==> src/sv/hhdf_pkg.sv <==
package hhdf_pkg;

   // Field widths fixed by the point format
   localparam int COORD_W = 24;
   localparam int COUNT_W = 16;
   localparam int CSR_W   = 16;
   localparam int OP_W    = 2;

   // Operation codes
   localparam logic [OP_W-1:0] OP_COUNT  = 2'd0;
   localparam logic [OP_W-1:0] OP_FILTER = 2'd1;
   localparam logic [OP_W-1:0] OP_CLEAR  = 2'd2;

   // Register indexes
   localparam logic CSR_THRESHOLD = 1'b0;
   localparam logic CSR_BASE      = 1'b1;

   localparam logic [COUNT_W-1:0] COUNT_MAX       = '1;
   localparam logic [CSR_W-1:0]   THRESHOLD_RESET = 16'd20;

   typedef logic [OP_W-1:0] op_type;

   // Controller to datapath
   typedef struct packed {
      logic load_item;
      logic calc_bin;
      logic read_bin;
      logic write_bin;
      logic load_out;
      logic clear_start;
      logic clear_en;
   } cmd_type;

   // Datapath to controller
   typedef struct packed {
      op_type op;
      logic   in_range;
      logic   count_sat;
      logic   keep;
      logic   clear_last;
      logic   out_busy;
   } status_type;

endpackage

==> src/sv/hhdf_req_if.sv <==
interface hhdf_req_if;
   logic                                   valid;
   logic                                   ready;
   logic [hhdf_pkg::OP_W-1:0]              op;
   logic signed [hhdf_pkg::COORD_W-1:0]    coord_x;
   logic signed [hhdf_pkg::COORD_W-1:0]    coord_y;
   logic signed [hhdf_pkg::COORD_W-1:0]    coord_z;

   modport source (output valid, op, coord_x, coord_y, coord_z, input ready);
   modport sink (input valid, op, coord_x, coord_y, coord_z, output ready);
endinterface

==> src/sv/hhdf_rsp_if.sv <==
interface hhdf_rsp_if;
   logic                                   valid;
   logic                                   ready;
   logic signed [hhdf_pkg::COORD_W-1:0]    kept_x;
   logic signed [hhdf_pkg::COORD_W-1:0]    kept_y;
   logic signed [hhdf_pkg::COORD_W-1:0]    kept_z;

   modport source (output valid, kept_x, kept_y, kept_z, input ready);
   modport sink (input valid, kept_x, kept_y, kept_z, output ready);
endinterface

==> src/sv/hhdf_ctrl.sv <==
module hhdf_ctrl (
   input  logic                 clock,
   input  logic                 reset,
   input  logic                 req_valid,
   input  hhdf_pkg::op_type     req_op,
   output logic                 req_ready,
   input  hhdf_pkg::status_type status,
   output hhdf_pkg::cmd_type    cmd
);

   typedef enum logic [2:0] {
      ST_CLEAR,
      ST_IDLE,
      ST_BIN,
      ST_READ,
      ST_UPDATE
   } state_type;

   state_type state_ff, state_in;
   logic      accept;

   assign req_ready = (state_ff == ST_IDLE);
   assign accept    = req_ready && req_valid;

   // Decode commands and next state
   always_comb begin
      cmd      = '0;
      state_in = state_ff;
      unique case (state_ff)
         ST_CLEAR: begin
            cmd.clear_en = 1'b1;
            if (status.clear_last) state_in = ST_IDLE;
         end
         ST_IDLE: begin
            if (accept) begin
               cmd.load_item = 1'b1;
               if (req_op == hhdf_pkg::OP_CLEAR) begin
                  cmd.clear_start = 1'b1;
                  state_in        = ST_CLEAR;
               end else if (req_op == hhdf_pkg::OP_COUNT ||
                            req_op == hhdf_pkg::OP_FILTER) begin
                  state_in = ST_BIN;
               end
            end
         end
         ST_BIN: begin
            cmd.calc_bin = 1'b1;
            state_in     = ST_READ;
         end
         ST_READ: begin
            cmd.read_bin = 1'b1;
            state_in     = ST_UPDATE;
         end
         ST_UPDATE: begin
            state_in = ST_IDLE;
            if (status.in_range) begin
               if (status.op == hhdf_pkg::OP_COUNT) begin
                  cmd.write_bin = !status.count_sat;
               end else if (status.keep) begin
                  // hold until the output register frees up
                  if (status.out_busy) state_in = ST_UPDATE;
                  else cmd.load_out = 1'b1;
               end
            end
         end
         default: state_in = ST_IDLE;
      endcase
   end

   always_ff @(posedge clock) begin
      if (reset) state_ff <= ST_CLEAR;
      else state_ff <= state_in;
   end

endmodule

==> src/sv/hhdf_datapath.sv <==
module hhdf_datapath #(
   parameter int NUM_BINS  = 256,
   parameter int FRAC_BITS = 8
) (
   input  logic                                  clock,
   input  logic                                  reset,
   input  hhdf_pkg::cmd_type                     cmd,
   output hhdf_pkg::status_type                  status,
   input  hhdf_pkg::op_type                      req_op,
   input  logic signed [hhdf_pkg::COORD_W-1:0]   req_x,
   input  logic signed [hhdf_pkg::COORD_W-1:0]   req_y,
   input  logic signed [hhdf_pkg::COORD_W-1:0]   req_z,
   input  logic                                  csr_write,
   input  logic                                  csr_index,
   input  logic [hhdf_pkg::CSR_W-1:0]            csr_data,
   output logic                                  rsp_valid,
   input  logic                                  rsp_ready,
   output logic signed [hhdf_pkg::COORD_W-1:0]   rsp_x,
   output logic signed [hhdf_pkg::COORD_W-1:0]   rsp_y,
   output logic signed [hhdf_pkg::COORD_W-1:0]   rsp_z
);

   localparam int IDX_W = $clog2(NUM_BINS);
   localparam int CW    = hhdf_pkg::COORD_W;
   localparam int MAG_W = CW + 1;        // magnitude plus rounding carry
   localparam int HGT_W = MAG_W + 1;     // signed rounded height
   localparam int BIN_W = HGT_W + 1;     // height minus base, no wrap
   localparam logic [MAG_W-1:0] HALF =
      (FRAC_BITS == 0) ? '0 : MAG_W'(1) << (FRAC_BITS - 1);
   localparam logic [IDX_W-1:0] LAST_IDX = IDX_W'(NUM_BINS - 1);

   logic [hhdf_pkg::COUNT_W-1:0] mem [NUM_BINS];

   hhdf_pkg::op_type             op_ff;
   logic signed [CW-1:0]         x_ff, y_ff, z_ff;
   logic [IDX_W-1:0]             idx_ff;
   logic                         in_range_ff;
   logic [hhdf_pkg::COUNT_W-1:0] rd_ff;
   logic [IDX_W-1:0]             clr_ff;
   logic [hhdf_pkg::CSR_W-1:0]   thr_ff;
   logic signed [hhdf_pkg::CSR_W-1:0] base_ff;
   logic                         rsp_valid_ff;
   logic signed [CW-1:0]         out_x_ff, out_y_ff, out_z_ff;

   logic [MAG_W-1:0]             mag;
   logic [MAG_W-1:0]             rounded;
   logic signed [HGT_W-1:0]      height;
   logic signed [BIN_W-1:0]      bin;
   logic                         in_range;

   // Round height half away from zero, then offset by the base
   always_comb begin
      mag     = z_ff[CW-1] ? MAG_W'(-{z_ff[CW-1], z_ff}) : MAG_W'(z_ff);
      rounded = (mag + HALF) >> FRAC_BITS;
      height  = z_ff[CW-1] ? -$signed({1'b0, rounded}) : $signed({1'b0, rounded});
      bin     = BIN_W'(height) - BIN_W'(base_ff);
      in_range = !bin[BIN_W-1] && (bin[BIN_W-2:0] < (BIN_W-1)'(NUM_BINS));
   end

   // Capture the accepted item
   always_ff @(posedge clock) begin
      if (cmd.load_item) begin
         op_ff <= req_op;
         x_ff  <= req_x;
         y_ff  <= req_y;
         z_ff  <= req_z;
      end
   end

   // Register the bin's range flag and index
   always_ff @(posedge clock) begin
      if (reset) in_range_ff <= 1'b0;
      else if (cmd.calc_bin) in_range_ff <= in_range;
   end

   always_ff @(posedge clock) begin
      if (cmd.calc_bin) idx_ff <= bin[IDX_W-1:0];
   end

   // Bin memory: clear sweep or increment, registered read
   always_ff @(posedge clock) begin
      if (cmd.clear_en) mem[clr_ff] <= '0;
      else if (cmd.write_bin) mem[idx_ff] <= rd_ff + 1'b1;
      if (cmd.read_bin) rd_ff <= mem[idx_ff];
   end

   // Advance the clear sweep
   always_ff @(posedge clock) begin
      if (reset || cmd.clear_start) clr_ff <= '0;
      else if (cmd.clear_en) clr_ff <= clr_ff + 1'b1;
   end

   // Configuration registers
   always_ff @(posedge clock) begin
      if (reset) begin
         thr_ff  <= hhdf_pkg::THRESHOLD_RESET;
         base_ff <= '0;
      end else if (csr_write) begin
         if (csr_index == hhdf_pkg::CSR_THRESHOLD) thr_ff <= csr_data;
         else base_ff <= $signed(csr_data);
      end
   end

   // Output register; drop valid on transfer
   always_ff @(posedge clock) begin
      if (reset) rsp_valid_ff <= 1'b0;
      else if (cmd.load_out) rsp_valid_ff <= 1'b1;
      else if (rsp_ready) rsp_valid_ff <= 1'b0;
   end

   always_ff @(posedge clock) begin
      if (cmd.load_out) begin
         out_x_ff <= x_ff;
         out_y_ff <= y_ff;
         out_z_ff <= z_ff;
      end
   end

   assign rsp_valid = rsp_valid_ff;
   assign rsp_x     = out_x_ff;
   assign rsp_y     = out_y_ff;
   assign rsp_z     = out_z_ff;

   assign status.op         = op_ff;
   assign status.in_range   = in_range_ff;
   assign status.count_sat  = (rd_ff == hhdf_pkg::COUNT_MAX);
   assign status.keep       = (rd_ff > thr_ff);
   assign status.clear_last = (clr_ff == LAST_IDX);
   assign status.out_busy   = rsp_valid_ff && !rsp_ready;

endmodule

==> src/sv/height_histogram_density_filter.sv <==
// Height histogram density filter.
// req channel carries points with an op: count (add the point to its height
// bin), filter (pass the point to rsp if its bin count exceeds the threshold)
// and clear (zero every bin). rsp channel carries the kept coordinates.
// csr port writes count_threshold (index 0) and height_base (index 1); write
// only while the block is idle.
// A count or filter point keeps req_ready low after its transfer through the
// bin index, bin memory read and update steps, so a new point is not taken
// before the last is through; the single-port bin memory read-modify-write
// sets this. A kept point appears on rsp in the cycle after the update. A
// clear keeps req_ready low after its transfer until the sweep, which zeroes
// one bin per cycle, has reached the last bin. Reset runs the same clearing
// sweep with req_ready low; csr writes are taken throughout.
// A stalled receiver leaves the kept point in the output register; further
// points are still taken, and a filter point that must be emitted waits in
// its update step until the register frees up.
module height_histogram_density_filter #(
   parameter int NUM_BINS  = 256,
   parameter int FRAC_BITS = 8
) (
   input  logic                          clock,
   input  logic                          reset,
   hhdf_req_if.sink                      req_ch,
   hhdf_rsp_if.source                    rsp_ch,
   input  logic                          csr_write,
   input  logic                          csr_index,
   input  logic [hhdf_pkg::CSR_W-1:0]    csr_data
);

   hhdf_pkg::cmd_type    cmd;
   hhdf_pkg::status_type status;

   hhdf_ctrl u_ctrl (
      .clock     (clock),
      .reset     (reset),
      .req_valid (req_ch.valid),
      .req_op    (req_ch.op),
      .req_ready (req_ch.ready),
      .status    (status),
      .cmd       (cmd)
   );

   hhdf_datapath #(
      .NUM_BINS  (NUM_BINS),
      .FRAC_BITS (FRAC_BITS)
   ) u_datapath (
      .clock     (clock),
      .reset     (reset),
      .cmd       (cmd),
      .status    (status),
      .req_op    (req_ch.op),
      .req_x     (req_ch.coord_x),
      .req_y     (req_ch.coord_y),
      .req_z     (req_ch.coord_z),
      .csr_write (csr_write),
      .csr_index (csr_index),
      .csr_data  (csr_data),
      .rsp_valid (rsp_ch.valid),
      .rsp_ready (rsp_ch.ready),
      .rsp_x     (rsp_ch.kept_x),
      .rsp_y     (rsp_ch.kept_y),
      .rsp_z     (rsp_ch.kept_z)
   );

endmodule

==> src/flat_wrapper.sv <==
// flat-port wrapper written by rule: the top's interface ports become plain ports
module height_histogram_density_filter_flat 
#(
   parameter int NUM_BINS  = 256,
   parameter int FRAC_BITS = 8
)
  (clock, reset, csr_write, csr_index, csr_data, req_ch_valid, req_ch_op, req_ch_coord_x, req_ch_coord_y, req_ch_coord_z, req_ch_ready, rsp_ch_valid, rsp_ch_kept_x, rsp_ch_kept_y, rsp_ch_kept_z, rsp_ch_ready);
  hhdf_req_if req_ch_i ();
  hhdf_rsp_if rsp_ch_i ();
  input  logic clock;
  input  logic reset;
  input  logic csr_write;
  input  logic csr_index;
  input  logic [hhdf_pkg::CSR_W-1:0] csr_data;
  input wire logic [$bits(req_ch_i.valid)-1:0] req_ch_valid;
  input wire logic [$bits(req_ch_i.op)-1:0] req_ch_op;
  input wire logic [$bits(req_ch_i.coord_x)-1:0] req_ch_coord_x;
  input wire logic [$bits(req_ch_i.coord_y)-1:0] req_ch_coord_y;
  input wire logic [$bits(req_ch_i.coord_z)-1:0] req_ch_coord_z;
  output wire logic [$bits(req_ch_i.ready)-1:0] req_ch_ready;
  output wire logic [$bits(rsp_ch_i.valid)-1:0] rsp_ch_valid;
  output wire logic [$bits(rsp_ch_i.kept_x)-1:0] rsp_ch_kept_x;
  output wire logic [$bits(rsp_ch_i.kept_y)-1:0] rsp_ch_kept_y;
  output wire logic [$bits(rsp_ch_i.kept_z)-1:0] rsp_ch_kept_z;
  input wire logic [$bits(rsp_ch_i.ready)-1:0] rsp_ch_ready;
  assign req_ch_i.valid = req_ch_valid;
  assign req_ch_i.op = req_ch_op;
  assign req_ch_i.coord_x = req_ch_coord_x;
  assign req_ch_i.coord_y = req_ch_coord_y;
  assign req_ch_i.coord_z = req_ch_coord_z;
  assign req_ch_ready = req_ch_i.ready;
  assign rsp_ch_valid = rsp_ch_i.valid;
  assign rsp_ch_kept_x = rsp_ch_i.kept_x;
  assign rsp_ch_kept_y = rsp_ch_i.kept_y;
  assign rsp_ch_kept_z = rsp_ch_i.kept_z;
  assign rsp_ch_i.ready = rsp_ch_ready;
  height_histogram_density_filter #(.NUM_BINS(NUM_BINS), .FRAC_BITS(FRAC_BITS)) u_core (.clock(clock), .reset(reset), .req_ch(req_ch_i), .rsp_ch(rsp_ch_i), .csr_write(csr_write), .csr_index(csr_index), .csr_data(csr_data));
endmodule
==> config.mk <==
export PLATFORM = sky130hd
export DESIGN_NAME = height_histogram_density_filter_flat
export DESIGN_NICKNAME = d
export VERILOG_FILES = /design/src/sv/hhdf_pkg.sv /design/src/sv/hhdf_req_if.sv /design/src/sv/hhdf_rsp_if.sv /design/src/sv/hhdf_ctrl.sv /design/src/sv/hhdf_datapath.sv /design/src/sv/height_histogram_density_filter.sv /design/src/flat_wrapper.sv
export SDC_FILE = /design/constraint.sdc
export NUM_CORES = 2
export LEC_CHECK = 0
export BUFFER_PORTS_ARGS = -buffer_cell sky130_fd_sc_hd__buf_2
export CORE_MARGIN = 3
export CORE_UTILIZATION = 47
export CTS_BUF_LIST = sky130_fd_sc_hd__clkbuf_4
export CTS_CLUSTER_SIZE = 14
export DETAILED_ROUTE_END_ITERATION = 12
export PLACE_DENSITY = 0.73
export SKIP_LAST_GASP = 1
export SYNTH_ARGS = -nofsm -noshare
export SYNTH_HDL_FRONTEND = slang
export SYNTH_SLANG_ARGS = --single-unit
export TNS_END_PERCENT = 5
==> constraint.sdc <==
create_clock -name clock -period 12.35 [get_ports clock]
set_input_delay 0.6175 -clock clock [delete_from_list [all_inputs] [get_ports clock]]
set_output_delay 0.6175 -clock clock [all_outputs]
set_load 0.01 [all_outputs]
==> impl_metrics.tcl <==
set metrics [dict create \
    drive_gt1_share_pct 38.7 \
    grt_pass1_wl_um 572000 \
    hpwl_um 219000 \
    yosysWarnings 0 \
    synth_top_flop_cell "edfxtp_1" \
    route.detailed.drc 0 \
    ff2ff_path_depth 24 \
    required_ns 13.82 \
    hold-worst-slack_ns 0.271 \
    yosysTopAreaCellShare_pct 76.8 \
    grt_pass1_vias 85500 \
    relSlewSlack_pct 6.84 \
    synth_area_leaders "edfxtp_1 77%, mux4_2 18%, nor2_1 0.73%" \
    vias_per_cell 5.93 \
    area_delta_synth_final_pct 13.8 \
    hp-class "input port to flip-flop" \
    cts_htree_levels 7 \
    arrival_ns 9.64 \
    finalCritPeriodShare_pct 66.1 \
    reg2reg_to "u_core.u_datapath.in_range_ff" \
    ant_nets 0 \
    chipHeight_um 602 \
    hold_end "u_core.u_datapath.y_ff[11]" \
    synth_edf_count 4266 \
    finalWirelength_um 390000 \
    drv_cap 0 \
    drt-pass1-iter-count 8 \
    clock_latency_ns 1.63 \
    hold_path_depth 3 \
    synth_area_sq_um 167000 \
    cts_tree "built" \
    cp_max_fo 12 \
    synth_cells 7065 \
    grt_max_degree 257 \
    grt-ovfl-total 0 \
    worst_slew_pin_slew_ns 1.40 \
    cts_buffers 1108 \
    cts_setup_buffers 0 \
    post_synth_num_cell_types 77 \
    seq_area_frac_synth_pct 77.4 \
    vdd_drop_max_v 0.0000986 \
    die_area_sq_um 362000 \
    grtUsageTotal_pct 21.8 \
    port_buffers 169 \
    synthArstFlopShare_pct 0 \
    gp_congestion 0.836 \
    synth_area_per_cell_sq_um 23.6 \
    stdcell_count 13900 \
    cts.clk_slew.worst_paths_ns 0.08 \
    r2r_slack_ns 4.18 \
    synth_area_leader_cell "edfxtp_1" \
    num_rows 218 \
    critical_path_class "flip-flop to flip-flop" \
    p_leak_nw 62.9 \
    synth_seq_cells 4311 \
    die_w_um 602 \
    core_area_sq_um 353000 \
    post_cts_resized 0 \
    setup_violations 0 \
    antenna_found_initial 22 \
    synth_nets 7208 \
    max_freq_mhz 122 \
    critPathCaptureType "flip-flop" \
    hold_violations 0 \
    cts_sinks 4311 \
    skew_ns 0.141 \
    cts-root-buf "clkbuf_4" \
    finish.utilization_pct 53.8 \
    start_util_pct 47.2 \
    num_vias 82500 \
    hold_buffers 209 \
    r2r-start "u_core.u_datapath.z_ff[3]" \
    min_period_ns 8.17 \
    drtIter0Drc 10500 \
    finalMaxSlewViolations 0 \
    status "completed" \
    rsz0062_at_grt "false" \
    p_per_area_nw_per_um2 143 \
    wl_per_cell_um 28.0 \
    final_nets 8679 \
    io_pins 170 \
    placed_cells 11900 \
    hp-start "req_ch_coord_y[11]" \
    start_kind "flip-flop" \
    tns_ns 0 \
    ctsLongestPathBuffers 5 \
]
==> final cells by class <==
cell class	instances	area, sq um
clock buffer	1523	11400
multi-input combinational	2325	36300
inverter	54	203
sequential	4311	129000
clock inverter	213	1030
timing repair buffer	736	5850
fill	26300	163000
tap	4730	5920
antenna	25	62.6
==> kinds of logic after synthesis <==
family	count (synthesis)	synth area share, %
compound gates	221	0.856
simple gates	618	1.63
buf+inv	429	0.979
flops	4311	77.4
mux	1369	18.4
xor+xnor	69	0.362
fa+ha+maj	48	0.364
==> cell usage after synthesis (all sizes together), types with 10 or more instances <==
master,n
nand2,148
nor2,324
nand3b,11
o31ai,10
or3,13
o21ai,35
nand3,21
nor3,16
dfxtp,45
xnor2,43
mux4,1360
edfxtp,4266
a21oi,81
ha,46
and3,18
clkbuf,275
nand2b,12
buf,100
nand4,14
xor2,26
inv,54
a21o,18
==> worst max-delay path by stage <==
| stage | startpoint | slack, ns | cells after the start | endpoint |
|---|---|---|---|---|
| detailed placement | u_core.u_datapath.z_ff[3] | 4.36 | 24 | u_core.u_datapath.in_range_ff |
| CTS | u_core.u_datapath.z_ff[3] | 4.25 | 24 | u_core.u_datapath.in_range_ff |
| finish | u_core.u_datapath.z_ff[3] | 4.18 | 24 | u_core.u_datapath.in_range_ff |
| global placement | u_core.u_datapath.z_ff[3] | 4.44 | 24 | u_core.u_datapath.in_range_ff |
| global route | u_core.u_datapath.z_ff[3] | 3.57 | 24 | u_core.u_datapath.in_range_ff |
| floorplan | u_core.u_datapath.rd_ff[0] | 2.13 | 8 | u_core.u_datapath.mem[0][15] |
==> routing by layer <==
layer	global-route usage, %	vias to the layer above	share of wire, %
li1	-	33800	-
met1	29.7	43200	38
met2	34.3	4883	49
met3	5.76	630	10
met4	7.62	10	2.4
met5	0	-	0.016
==> worst max-delay path, cell delays in order (launching register included) <==
cell and delay [ns]:
edfxtp_1 0.44, or4_1 0.76, o21ai_0 0.56, xnor2_1 0.20
ha_1 0.31, nand4b_1 0.12, or4_1 0.41, and3_1 0.27
or3_1 0.40, and2_4 0.18, o31a_1 0.30, nor3_1 0.39
mux2i_1 0.24, a31oi_1 0.11, xnor2_1 0.19, ha_1 0.33
inv_1 0.09, a2111oi_0 0.81, o21ai_0 0.46, a31oi_1 0.43
or4b_2 0.61, o21ai_0 0.09, a21oi_1 0.09, nor2_1 0.12
a21o_1 0.12
==> placed cells by master, fill, tap and decap left out, drive strengths merged, types with 7 or more instances in the layout <==
master,count
edfxtp,4266
and3,18
a21oi,81
nand4,14
a211oi,7
or3,13
o21ai,35
and2,8
clkinv,185
nand3,21
ha,46
a31oi,9
buf,527
nand2,148
inv,75
nand3b,11
a21o,18
o31ai,10
nor2,324
dfxtp,45
nor4,9
o21a,9
dlygate4sd3,209
bufinv,7
mux4,1360
xnor2,43
nand2b,12
clkbuf,1523
xor2,26
nor3,16
diode,25
==> where the power goes <==
| group | leakage, nW | switching (W) | internal, W | total (W) |
|---|---|---|---|---|
| sequential | 41.5 | 0.0000100 | 0.0159 | 0.0159 |
| clock | 7.56 | 0.00536 | 0.00579 | 0.0111 |
| combinational | 13.9 | 0.000113 | 0.0000906 | 0.000204 |
| total | 62.9 | 0.00548 | 0.0217 | 0.0272 |
==> sequential cells by signal, summed over array words and instances, names as in the netlist, 8 cells and up <==
register,flops
u_core.u_datapath.mem,4096
u_core.u_datapath.rsp_x,24
u_core.u_datapath.rsp_y,24
u_core.u_datapath.rsp_z,24
u_core.u_datapath.x_ff,24
u_core.u_datapath.y_ff,24
u_core.u_datapath.z_ff,24
u_core.u_datapath.base_ff,16
u_core.u_datapath.rd_ff,16
u_core.u_datapath.thr_ff,16
u_core.u_datapath.clr_ff,8
u_core.u_datapath.idx_ff,8
==> stage by stage <==
step	total power, W	cell area [sq um]	setup WS, ns
6_report	0.0272	190000	4.18
5_1_grt	0.0283	190000	3.57
4_1_cts	0.0275	190000	4.25
3_5_place_dp	0.0163	175000	4.36
3_3_place_gp	0.0163	175000	4.44
2_1_floorplan	0.0163	167000	2.13
(Power assumes the default switching activity.)
